**src/rtl/core/pcs_pkg.sv**
```systemverilog
package pcs_pkg;

    // Character codes seen by the scanner
    localparam logic [7:0] CH_LBRACE = 8'h7B;
    localparam logic [7:0] CH_RBRACE = 8'h7D;
    localparam logic [7:0] CH_LPAREN = 8'h28;
    localparam logic [7:0] CH_RPAREN = 8'h29;
    localparam logic [7:0] CH_STAR   = 8'h2A;
    localparam logic [7:0] CH_SLASH  = 8'h2F;
    localparam logic [7:0] CH_NL     = 8'h0A;
    localparam logic [7:0] CH_APOS   = 8'h27;
    localparam logic [7:0] CH_SPACE  = 8'h20;

    // One input byte can cause up to four results when it closes a text
    localparam int MAX_RES   = 4;
    localparam int RES_CNT_W = 3;
    localparam int RES_IDX_W = 2;

    typedef enum logic [2:0] {
        MODE_CODE      = 3'd0,
        MODE_STRING    = 3'd1,
        MODE_LINE      = 3'd2,
        MODE_BRACE     = 3'd3,
        MODE_PAREN     = 3'd4,
        MODE_PAREN_IN  = 3'd5,
        MODE_PAREN_OUT = 3'd6
    } t_scan_mode;

    typedef struct packed {
        logic [7:0] in_byte;
        logic       in_last;
    } t_in_req;

    typedef struct packed {
        logic [7:0] out_byte;
        logic       out_last;
        logic       unclosed_comment;
    } t_out_req;

    // Outcome of judging one byte against its lookahead
    typedef struct packed {
        t_scan_mode mode;
        logic       skip;
        logic       emit;
        logic [7:0] ch;
    } t_judge;

    function automatic t_judge judge(t_scan_mode mode, logic skip,
                                     logic [7:0] h, logic [7:0] la);
        t_judge r;
        r.mode = mode;
        r.skip = 1'b0;
        r.emit = 1'b0;
        r.ch   = h;
        if (skip) begin
            // second apostrophe of a doubled pair
            r.emit = 1'b1;
        end else begin
            unique case (mode)
                MODE_STRING: begin
                    r.emit = 1'b1;
                    if (h == CH_APOS) begin
                        if (la == CH_APOS) r.skip = 1'b1;
                        else               r.mode = MODE_CODE;
                    end
                end
                MODE_LINE: begin
                    if (h == CH_NL) begin
                        r.mode = MODE_CODE;
                        r.emit = 1'b1;
                        r.ch   = CH_SPACE;
                    end
                end
                MODE_BRACE: begin
                    if (h == CH_RBRACE) begin
                        r.mode = MODE_CODE;
                        r.emit = 1'b1;
                        r.ch   = CH_SPACE;
                    end
                end
                MODE_PAREN_IN: begin
                    // star of the opener cannot start the closer
                    r.mode = MODE_PAREN;
                end
                MODE_PAREN: begin
                    if (h == CH_STAR && la == CH_RPAREN) begin
                        r.mode = MODE_PAREN_OUT;
                        r.emit = 1'b1;
                        r.ch   = CH_SPACE;
                    end
                end
                MODE_PAREN_OUT: begin
                    // closing paren is swallowed
                    r.mode = MODE_CODE;
                end
                MODE_CODE: begin
                    priority if (h == CH_LBRACE) begin
                        r.mode = MODE_BRACE;
                    end else if (h == CH_LPAREN && la == CH_STAR) begin
                        r.mode = MODE_PAREN_IN;
                    end else if (h == CH_SLASH && la == CH_SLASH) begin
                        r.mode = MODE_LINE;
                    end else begin
                        r.emit = 1'b1;
                        if (h == CH_APOS) r.mode = MODE_STRING;
                    end
                end
                default: begin
                    r.mode = MODE_CODE;
                end
            endcase
        end
        return r;
    endfunction

endpackage

```
**src/rtl/core/pcs_stream_if.sv**
```systemverilog
interface pcs_stream_if #(
    parameter type T = logic
);
    logic valid;
    logic ready;
    T     data;

    modport source (output valid, output data, input ready);
    modport sink   (input valid, input data, output ready);
endinterface

```
**src/rtl/core/pcs_scan.sv**
```systemverilog
module pcs_scan (
    input  logic                                 i_clk,
    input  logic                                 i_rst_n,
    input  logic                                 i_accept,
    input  pcs_pkg::t_in_req                     i_req,
    output pcs_pkg::t_out_req [pcs_pkg::MAX_RES-1:0] o_res,
    output logic [pcs_pkg::RES_CNT_W-1:0]        o_count
);
    import pcs_pkg::*;

    t_scan_mode r_mode, n_mode;
    logic       r_skip, n_skip;
    logic       r_held_valid, n_held_valid;
    logic [7:0] r_held, n_held;

    t_judge                   w_j0, w_j1, w_j2;
    logic                     w_unc;
    t_out_req [MAX_RES-1:0]   w_item;
    logic [MAX_RES-1:0]       w_item_vld;
    t_out_req [MAX_RES-1:0]   w_res;
    logic [RES_CNT_W-1:0]     w_cnt;

    // Judge held byte, then on end of text the last byte and the implied newline
    always_comb begin
        if (r_held_valid) begin
            w_j0 = judge(r_mode, r_skip, r_held, i_req.in_byte);
        end else begin
            w_j0.mode = r_mode;
            w_j0.skip = r_skip;
            w_j0.emit = 1'b0;
            w_j0.ch   = i_req.in_byte;
        end
        w_j1  = judge(w_j0.mode, w_j0.skip, i_req.in_byte, CH_NL);
        w_j2  = judge(w_j1.mode, w_j1.skip, CH_NL, CH_SPACE);
        w_unc = (w_j2.mode == MODE_BRACE) || (w_j2.mode == MODE_PAREN) ||
                (w_j2.mode == MODE_PAREN_IN);
    end

    // Candidate results in order, then packed to the front
    always_comb begin
        w_item[0]  = '{out_byte: w_j0.ch, out_last: 1'b0, unclosed_comment: 1'b0};
        w_item[1]  = '{out_byte: w_j1.ch, out_last: 1'b0, unclosed_comment: 1'b0};
        w_item[2]  = '{out_byte: w_j2.ch, out_last: 1'b0, unclosed_comment: 1'b0};
        w_item[3]  = '{out_byte: CH_SPACE, out_last: 1'b1, unclosed_comment: w_unc};
        w_item_vld = {i_req.in_last, i_req.in_last & w_j2.emit,
                      i_req.in_last & w_j1.emit, w_j0.emit};
        w_res = '0;
        w_cnt = '0;
        for (int k = 0; k < MAX_RES; k++) begin
            if (w_item_vld[k]) begin
                w_res[w_cnt[RES_IDX_W-1:0]] = w_item[k];
                w_cnt = w_cnt + 1'b1;
            end
        end
    end

    assign o_res   = w_res;
    assign o_count = w_cnt;

    // Scanner state: end of text returns everything to reset
    always_comb begin
        n_mode       = r_mode;
        n_skip       = r_skip;
        n_held_valid = r_held_valid;
        n_held       = r_held;
        if (i_accept) begin
            if (i_req.in_last) begin
                n_mode       = MODE_CODE;
                n_skip       = 1'b0;
                n_held_valid = 1'b0;
            end else begin
                n_mode       = w_j0.mode;
                n_skip       = w_j0.skip;
                n_held_valid = 1'b1;
                n_held       = i_req.in_byte;
            end
        end
    end

    always_ff @(posedge i_clk) begin
        if (!i_rst_n) begin
            r_mode       <= MODE_CODE;
            r_skip       <= 1'b0;
            r_held_valid <= 1'b0;
        end else begin
            r_mode       <= n_mode;
            r_skip       <= n_skip;
            r_held_valid <= n_held_valid;
        end
    end

    always_ff @(posedge i_clk) begin
        r_held <= n_held;
    end

`ifndef ASSERT_OFF
    // A byte that does not end the text yields at most one result
    a_single_res: assert property (@(posedge i_clk) disable iff (!i_rst_n)
        (i_accept && !i_req.in_last) |-> (w_cnt <= 3'd1))
        else $error("more than one result for a mid-text byte");

    // End of text always yields a final flagged result
    a_last_res: assert property (@(posedge i_clk) disable iff (!i_rst_n)
        (i_accept && i_req.in_last) |->
            (w_cnt != 3'd0) && w_res[w_cnt[RES_IDX_W-1:0] - 1'b1].out_last)
        else $error("end of text without final result");

    // After end of text the lookahead is empty
    a_restart: assert property (@(posedge i_clk) disable iff (!i_rst_n)
        (i_accept && i_req.in_last) |=> (!r_held_valid && !r_skip))
        else $error("scanner not restarted after end of text");
`endif

endmodule

```
**src/rtl/core/pcs_outq.sv**
```systemverilog
module pcs_outq (
    input  logic                                 i_clk,
    input  logic                                 i_rst_n,
    input  logic                                 i_push,
    input  pcs_pkg::t_out_req [pcs_pkg::MAX_RES-1:0] i_res,
    input  logic [pcs_pkg::RES_CNT_W-1:0]        i_count,
    output logic                                 o_in_ready,
    pcs_stream_if.source                         o_out
);
    import pcs_pkg::*;

    t_out_req [MAX_RES-1:0] r_slot, n_slot;
    logic [RES_CNT_W-1:0]   r_count, n_count;
    logic                   w_pop;

    assign w_pop      = (r_count != '0) && o_out.ready;
    // take a new request once the queue drains this cycle
    assign o_in_ready = (r_count == '0) || ((r_count == 3'd1) && o_out.ready);

    // Load on push, shift down on pop
    always_comb begin
        n_slot  = r_slot;
        n_count = r_count;
        if (i_push) begin
            n_slot  = i_res;
            n_count = i_count;
        end else if (w_pop) begin
            for (int k = 0; k < MAX_RES - 1; k++) begin
                n_slot[k] = r_slot[k+1];
            end
            n_count = r_count - 1'b1;
        end
    end

    always_ff @(posedge i_clk) begin
        if (!i_rst_n) begin
            r_count <= '0;
        end else begin
            r_count <= n_count;
        end
    end

    always_ff @(posedge i_clk) begin
        r_slot <= n_slot;
    end

    assign o_out.valid = (r_count != '0);
    assign o_out.data  = r_slot[0];

`ifndef ASSERT_OFF
    // Never overwrite a result that has not been taken
    a_no_overwrite: assert property (@(posedge i_clk) disable iff (!i_rst_n)
        i_push |-> ((r_count == 3'd0) || ((r_count == 3'd1) && w_pop)))
        else $error("push over pending results");

    // Fill never exceeds the slots
    a_bound: assert property (@(posedge i_clk) disable iff (!i_rst_n)
        r_count <= 3'd4)
        else $error("queue overfilled");

    // A pop without push drops exactly one entry
    a_pop_step: assert property (@(posedge i_clk) disable iff (!i_rst_n)
        (w_pop && !i_push) |=> (r_count == $past(r_count) - 3'd1))
        else $error("queue count slipped");
`endif

endmodule

```
**src/rtl/core/pascal_comment_stripper.sv**
```systemverilog
// Channel  Dir  Modport  Payload
// i_in     in   sink     in_byte[7:0], in_last
// o_out    out  source   out_byte[7:0], out_last, unclosed_comment
//
// One request is taken per cycle while i_in.ready is high; results next cycle.
// A mid-text byte gives zero or one result, an end-of-text byte up to four,
// which leave the 4-entry queue one per cycle while o_out.ready is high.
// i_in.ready is high when the queue is empty or its last entry leaves now.
// Reset (synchronous, active low) empties the queue and clears the scanner.
module pascal_comment_stripper (
    input  logic          i_clk,
    input  logic          i_rst_n,
    pcs_stream_if.sink    i_in,
    pcs_stream_if.source  o_out
);
    import pcs_pkg::*;

    logic                   w_in_ready;
    logic                   w_accept;
    t_out_req [MAX_RES-1:0] w_res;
    logic [RES_CNT_W-1:0]   w_count;

    assign i_in.ready = w_in_ready;
    assign w_accept   = i_in.valid && w_in_ready;

    // Per-byte decision
    pcs_scan u_scan (
        .i_clk    (i_clk),
        .i_rst_n  (i_rst_n),
        .i_accept (w_accept),
        .i_req    (i_in.data),
        .o_res    (w_res),
        .o_count  (w_count)
    );

    // Result queue
    pcs_outq u_outq (
        .i_clk      (i_clk),
        .i_rst_n    (i_rst_n),
        .i_push     (w_accept),
        .i_res      (w_res),
        .i_count    (w_count),
        .o_in_ready (w_in_ready),
        .o_out      (o_out)
    );

endmodule
```
**src/flat_wrapper.sv**
```systemverilog
// flat-port wrapper written by rule: the top's interface ports become plain ports
module pascal_comment_stripper_flat import pcs_pkg::*;
  (i_clk, i_rst_n, i_in_valid, i_in_data, i_in_ready, o_out_valid, o_out_data, o_out_ready);
  pcs_stream_if i_in_i ();
  pcs_stream_if o_out_i ();
  input  logic i_clk;
  input  logic i_rst_n;
  input wire logic [$bits(i_in_i.valid)-1:0] i_in_valid;
  input wire logic [$bits(i_in_i.data)-1:0] i_in_data;
  output wire logic [$bits(i_in_i.ready)-1:0] i_in_ready;
  output wire logic [$bits(o_out_i.valid)-1:0] o_out_valid;
  output wire logic [$bits(o_out_i.data)-1:0] o_out_data;
  input wire logic [$bits(o_out_i.ready)-1:0] o_out_ready;
  assign i_in_i.valid = i_in_valid;
  assign i_in_i.data = i_in_data;
  assign i_in_ready = i_in_i.ready;
  assign o_out_valid = o_out_i.valid;
  assign o_out_data = o_out_i.data;
  assign o_out_i.ready = o_out_ready;
  pascal_comment_stripper u_core (.i_clk(i_clk), .i_rst_n(i_rst_n), .i_in(i_in_i), .o_out(o_out_i));
endmodule
```
**config.mk**
```make
export PLATFORM = sky130hd
export DESIGN_NAME = pascal_comment_stripper_flat
export DESIGN_NICKNAME = d
export VERILOG_FILES = /design/src/rtl/core/pcs_pkg.sv /design/src/rtl/core/pcs_stream_if.sv /design/src/rtl/core/pcs_scan.sv /design/src/rtl/core/pcs_outq.sv /design/src/rtl/core/pascal_comment_stripper.sv /design/src/flat_wrapper.sv
export SDC_FILE = /design/constraint.sdc
export NUM_CORES = 1
export LEC_CHECK = 0
export BUFFER_PORTS_ARGS = -buffer_cell sky130_fd_sc_hd__buf_2
export CAP_MARGIN = 25
export CORE_MARGIN = 2
export CORE_UTILIZATION = 45
export CTS_BUF_LIST = sky130_fd_sc_hd__clkbuf_8
export DETAILED_ROUTE_END_ITERATION = 12
export SLEW_MARGIN = 20
export SYNTH_ARGS = -nofsm -noshare
export SYNTH_HDL_FRONTEND = slang
export SYNTH_SLANG_ARGS = --single-unit
```
**constraint.sdc**
```tcl
create_clock -name i_clk -period 2.9 [get_ports i_clk]
set_input_delay 0.145 -clock i_clk [delete_from_list [all_inputs] [get_ports i_clk]]
set_output_delay 0.145 -clock i_clk [all_outputs]
set_load 0.005 [all_outputs]
```
==> impl_metrics.ini, run 1 <==
[sta]
setup_tns_ns = 0
fin_crit_ns = 2.41
max_freq_mhz = 415
clock_skew_ns = 0.00353
fin_crit_sh_pct = 83.2
maxSlewViolCount = 0
setup_ws_ns = 0.488
tightest_slew_ns = 0.257
finalSetupViolations = 0
rsz0062_at_grt = no
final_hold_viol_count = 0
max_slew_margin_pct = 82.4

[place]
portBuffers = 7
post-place-ws_ns = 0.499
dpl.hpwl_mm = 1.19
dp.cells = 124
gp_congestion = 0.695

[critical_path]
r2r_end = u_core.u_outq.r_count[2]
cp.arrival_ns = 2.58
startpoint_type = flip-flop
r2r_slack_ns = 0.49
required_ns = 3.07
critPathMaxFanout = 5
worstSetupPathType = reg -> reg
reg2reg_depth = 10
rr_startpoint = u_core.u_scan.r_held_valid
end_kind = flip-flop

[pwr]
pwr_density_cell_nw_per_um2 = 835
p_total_w = 0.000828
vdd_drop_max_uv = 327
power.leakage_nw = 0.431

[grt]
grt_busiest_layer = met2
use_met2_pct = 27.3
antenna_found_initial = 0
track_usage_pct = 14.8
grt_use_met3_pct = 2.78
met1_usage_pct = 15.6
grt_pass1_vias = 633
grt-ovfl-total = 0
grt_max_degree = 14
grt_first_pass_wirelength_mm = 2.66

[detailed_routing]
viasPerCell = 5.20
dr.pass1.iters = 4
finalWirelength_mm = 1.56
final_antenna_net_count = 0
drt_first_iter_violations = 5
drcViolationCount = 0
detail_route.wl_per_cell_um = 12.2
vias = 665

[logic_synthesis]
syn_nets = 107
synth_edf_count = 4
yosysSeqAreaShare_pct = 31.5
synthArstFlopShare_pct = 0
synth.largest_area_cell = dfxtp_1
netlist_area_um2 = 891
synth_seq_cells = 12
yosys-top-cells-area = dfxtp_1 (18%), edfxtp_1 (13%), ha_1 (13%), mux2i_1 (3.4%), inv_1 (3.4%)
postSynthCellCount = 93
synth_top_flop_cell = dfxtp_1
avgSynthCellArea_um2 = 9.58
synth_common_cells = ha_1 (9), dfxtp_1 (8), inv_1 (8)
yosysMostFrequentCell = ha_1
synth_cell_types = 43
yosysWarnings = 0
synth.top_cell.area_share_pct = 18.0

[cts]
numCtsBuffers = 3
ctsHoldBuffers = 0
ctsResizeCount = 0
cts_buffer_depth = 2
worstSkewPairLatency_ns = 0.24
h-tree-depth = 1
cts-root-buf = clkbuf_8
cts.clk_slew.worst_paths_ns = 0.05
cts_setup_buffers = 0
cts.sinks = 12
cts_tree = done

[finish]
instances_no_fill = 128
fin_nets = 116
syn_to_final_growth_pct = 11.2
drive_above_1_share_pct = 23.8
num_antenna_cells = 0

[floorplanning]
die_h_um = 48.5
die_w_um = 48.5
io_pins = 8
initial_core_util_pct = 46.4
core.rowCount = 16
fp.coreArea_um2 = 1920
dieArea_um2 = 2350

[worst_hold_path]
min_path_cells = 2
worstHoldStart = i_rst_n
holdCritPathClass = in -> reg
hold-path-endpoint = u_core.u_scan.r_mode[2]

[run_status]
status = finished clean

[flow_run]
maxCapViolCount = 0
worst max path at each step:
stage	from	end	slack, ns	cells past startpoint
6_report	u_core.u_scan.r_held_valid	u_core.u_outq.r_count[2]	0.49	10
4_1_cts	u_core.u_scan.r_held_valid	u_core.u_outq.r_count[2]	0.49	10
3_5_place_dp	u_core.u_scan.r_held_valid	u_core.u_outq.r_count[2]	0.50	10
2_1_floorplan	u_core.u_scan.r_mode[2]	u_core.u_outq.r_count[2]	0.67	11
3_3_place_gp	u_core.u_scan.r_held_valid	u_core.u_outq.r_count[2]	0.60	10
5_1_grt	u_core.u_scan.r_held_valid	u_core.u_outq.r_count[2]	0.36	10
flip-flops by register name (all words and copies together) (netlist names):
| name | cells |
|---|---|
| u_core.u_scan.r_skip | 1 |
| u_core.u_outq.r_slot | 3 |
| u_core.u_scan.r_held_valid | 1 |
| u_core.u_outq.r_count | 3 |
| u_core.u_scan.r_mode | 3 |
| u_core.u_outq.o_out.data | 1 |
final cells by class:
cell class / instances / area [um2]
Multi-Input combinational cell: 68 / 559
Timing Repair Buffer: 7 / 35.0
Inverter: 10 / 37.5
Tap cell: 27 / 33.8
Clock buffer: 3 / 41.3
Sequential cell: 12 / 280
Clock inverter: 1 / 3.75
Fill cell: 197 / 931
per-layer routing:
| metal | part of all wire (%) | up-vias |
|---|---|---|
| met1 | 46 | 305 |
| met4 | 2.7 | 0 |
| met3 | 2.7 | 5 |
| met2 | 49 | 11 |
| met5 | 0 | - |
| li1 | - | 344 |
per-stage QoR:
step / hold slack [ns] / util [%] / instance area (um2)
floorplan: 0.422 / - / 891
global placement: 0.436 / 49.2 / 946
detailed placement: 0.444 / 49.2 / 946
CTS: 0.235 / 51.6 / 991
global route: 0.251 / 51.6 / 991
finish: 0.238 / 51.6 / 991
cell families after synthesis:
group                    synth area share (%)
flip-flops                               31.5
XOR/XNOR                                 2.95
buffers and inverters                    5.76
multiplexers                             5.06
AO/OA/AOI/OAI                            23.6
AND/OR/NAND/NOR                          18.5
adder cells (fa/ha/maj)                  12.6
cell usage in the layout, fill, tap and decap left out, types with 2 or more instances in the layout:
cell type and count:
nand2_1 4, nand2_4 2, ha_1 9, buf_2 7
o21ai_1 3, inv_2 2, dfxtp_1 8, a22o_1 3
nor2b_1 2, mux2i_1 3, clkbuf_8 3, nor2_1 5
and3_1 3, edfxtp_1 4, nand3_1 2, a21oi_1 5
inv_1 8, o21ai_0 2, xnor2_1 2
power breakdown:
part / switching, W / internal (W)
registers: 0.0000317 / 0.000237
logic: 0.000222 / 0.000182
clock network: 0.0000620 / 0.0000934
total: 0.000316 / 0.000512
critical path: stages, from the launching register on:
cell and delay [ns]:
dfxtp_1 0.36, nor2b_1 0.18, and2b_1 0.17, o31ai_2 0.24, inv_2 0.05, ha_1 0.36
xnor2_1 0.26, ha_1 0.23, nand3_1 0.09, a311o_1 0.35, o221ai_2 0.06
(Power assumes the default switching activity.)
==> inputs of run 2 (changes only) <==
--- a/config.mk
+++ b/config.mk
@@ -11,6 +11,7 @@
 export CORE_UTILIZATION = 45
 export CTS_BUF_LIST = sky130_fd_sc_hd__clkbuf_8
 export DETAILED_ROUTE_END_ITERATION = 12
+export PLACE_DENSITY = 0.66
 export SLEW_MARGIN = 20
 export SYNTH_ARGS = -nofsm -noshare
 export SYNTH_HDL_FRONTEND = slang
==> constraint.sdc (replaced) <==
create_clock -name i_clk -period 2.2 [get_ports i_clk]
set_input_delay 0.11 -clock i_clk [delete_from_list [all_inputs] [get_ports i_clk]]
set_output_delay 0.11 -clock i_clk [all_outputs]
set_load 0.005 [all_outputs]
==> run 2 against run 1 <==
Compared with the run above: critical endpoint unchanged; register-to-register slack got worse by 0.37 ns; global-route usage up 0.066 points; wire length shrank 0.51%; via count up 2.7%; combinational power up 49%; power grew 39%; final area increased by 8.2%; critical path depth unchanged; setup slack lost 0.37 ns.
==> impl_metrics.ini, run 2 (synthesis gave the netlist of run 1 again) <==
[run_status]
status = finished clean

[grt]
grt_max_degree = 14
antenna_found_initial = 0
grt-ovfl-total = 0
grt_pass1_vias = 615
grt_first_pass_wirelength_mm = 2.67
track_usage_pct = 14.9

[sta]
final_hold_viol_count = 0
max_slew_margin_pct = 82.9
whs_ns = 0.201
fin_crit_sh_pct = 94.5
rsz0062_at_grt = no
maxSlewViolCount = 0
tightest_slew_ns = 0.250
finalSetupViolations = 0
max_freq_mhz = 481
fin_crit_ns = 2.08
clock_skew_ns = 0.00327

[place]
dpl.hpwl_mm = 1.22
dp.cells = 129
portBuffers = 7
gp_congestion = 0.726

[cts]
cts_buffer_depth = 2
cts_tree = done
numCtsBuffers = 3
cts.sinks = 12
cts_setup_buffers = 0
cts-root-buf = clkbuf_8
worstSkewPairLatency_ns = 0.24
h-tree-depth = 1
cts.clk_slew.worst_paths_ns = 0.05

[floorplanning]
initial_core_util_pct = 46.4
core.rowCount = 16
dieArea_um2 = 2350
io_pins = 8
fp.coreArea_um2 = 1920
die_h_um = 48.5
die_w_um = 48.5

[finish]
fin_nets = 121
layout_commonest_cell = inv_1
final_cell_mix = inv_1 (8), ha_1 (7), buf_2 (7), dfxtp_1 (7)
top_regs = u_core.u_outq.r_count x3, u_core.u_outq.r_slot x3, u_core.u_scan.r_mode x3
instances_no_fill = 133
num_antenna_cells = 0
syn_to_final_growth_pct = 20.4
drive_above_1_share_pct = 31.1

[critical_path]
rr_startpoint = u_core.u_scan.r_held_valid
end_kind = flip-flop
reg2reg_depth = 10
critPathMaxFanout = 3
startpoint_type = flip-flop
worstSetupPathType = reg -> reg
r2r_slack_ns = 0.12
critPathLaunch = u_core.u_scan.r_held_valid
required_ns = 2.36
cp.arrival_ns = 2.24
r2r_end = u_core.u_outq.r_count[2]

[pwr]
p_sw_w = 0.000431
pwr_density_cell_nw_per_um2 = 1070
power.leakage_nw = 0.462
clkPwrFrac_pct = 17.6
p_comb_share_pct = 52.3
p_total_w = 0.00115
vdd_drop_max_uv = 524
pwr-share-seq_pct = 30.1
intPower_w = 0.000718
p_sw_share_pct = 37.5

[worst_hold_path]
hold-path-endpoint = u_core.u_scan.r_mode[2]
holdCritPathClass = in -> reg
min_path_cells = 2
worstHoldStart = i_rst_n

[detailed_routing]
detail_route.wl_per_cell_um = 11.7
viasPerCell = 5.14
dr.pass1.iters = 4
vias = 683
final_antenna_net_count = 0
drcViolationCount = 0
finalWirelength_mm = 1.55
drt_first_iter_violations = 4

[flow_run]
maxCapViolCount = 0
[run 2: cell types whose count changed in the layout (fill, tap and decap cells not counted), sizes merged]
| cell | before | now |
|---|---|---|
| buf | 7 | 12 |
[run 2: how the worst max path moves through the flow]
| stage | depth (start not counted) | slack (ns) | to |
|---|---|---|---|
| floorplan | 11 | -0.005 | u_core.u_outq.r_count[2] |
| global placement | 10 | 0.06 | u_core.u_outq.r_count[2] |
| detailed placement | 10 | -0.003 | u_core.u_outq.r_count[2] |
| CTS | 10 | 0.08 | u_core.u_outq.r_count[2] |
| global route | 8 | 0.007 | u_core.u_outq.r_count[1] |
| finish | 10 | 0.12 | u_core.u_outq.r_count[2] |
[run 2: repair_timing]
item                                    in CTS  in global routing
hold buffers                                 0                  0
endpoints found under the setup margin       1                  2
gates resized for setup                      1                  4
endpoints found under the hold margin        0                  0
[run 2: layout make-up]
cell class	instances	area (um2)
Tap cell	27	33.8
Multi-Input combinational cell	68	602
Timing Repair Buffer	12	72.6
Sequential cell	12	282
Clock buffer	3	41.3
Clock inverter	1	3.75
Inverter	10	37.5
Fill cell	172	850
[run 2: per-layer routing]
| layer | part of all wire, % | track usage [%] |
|---|---|---|
| met4 | 2.9 | 10.0 |
| met5 | 0 | 0 |
| met1 | 47 | 18.2 |
| met2 | 45 | 23.6 |
| met3 | 4.6 | 3.09 |
[run 2: metrics by stage]
| stage | instance area, um2 | utilization (%) | worst slack, ns | TNS (ns) |
|---|---|---|---|---|
| floorplan | 898 | - | -0.00455 | -0.00455 |
| global placement | 991 | 51.6 | 0.0577 | 0 |
| detailed placement | 991 | 51.6 | -0.00346 | -0.00346 |
| CTS | 1050 | 54.6 | 0.0816 | 0 |
| global route | 1070 | 55.8 | 0.00702 | 0 |
| finish | 1070 | 55.8 | 0.120 | 0 |
[run 2: worst max-delay path, cell delays in order (launching register included)]
cell	delay, ns
dfxtp_1	0.31
nor2b_1	0.14
and2b_1	0.18
o31ai_4	0.20
inv_2	0.07
ha_4	0.31
xnor2_4	0.12
ha_2	0.20
nand3_1	0.07
a311o_1	0.34
o221ai_2	0.06
[run 2: power groups by stage]
stage / Combinational (W) / Clock, W / Sequential (W)
after floorplan: 0.000424 / 0 / 0.000351
after global placement: 0.000566 / 0 / 0.000351
after detailed placement: 0.000574 / 0 / 0.000352
after CTS: 0.000590 / 0.000210 / 0.000347
after global routing: 0.000673 / 0.000223 / 0.000356
final: 0.000601 / 0.000202 / 0.000346
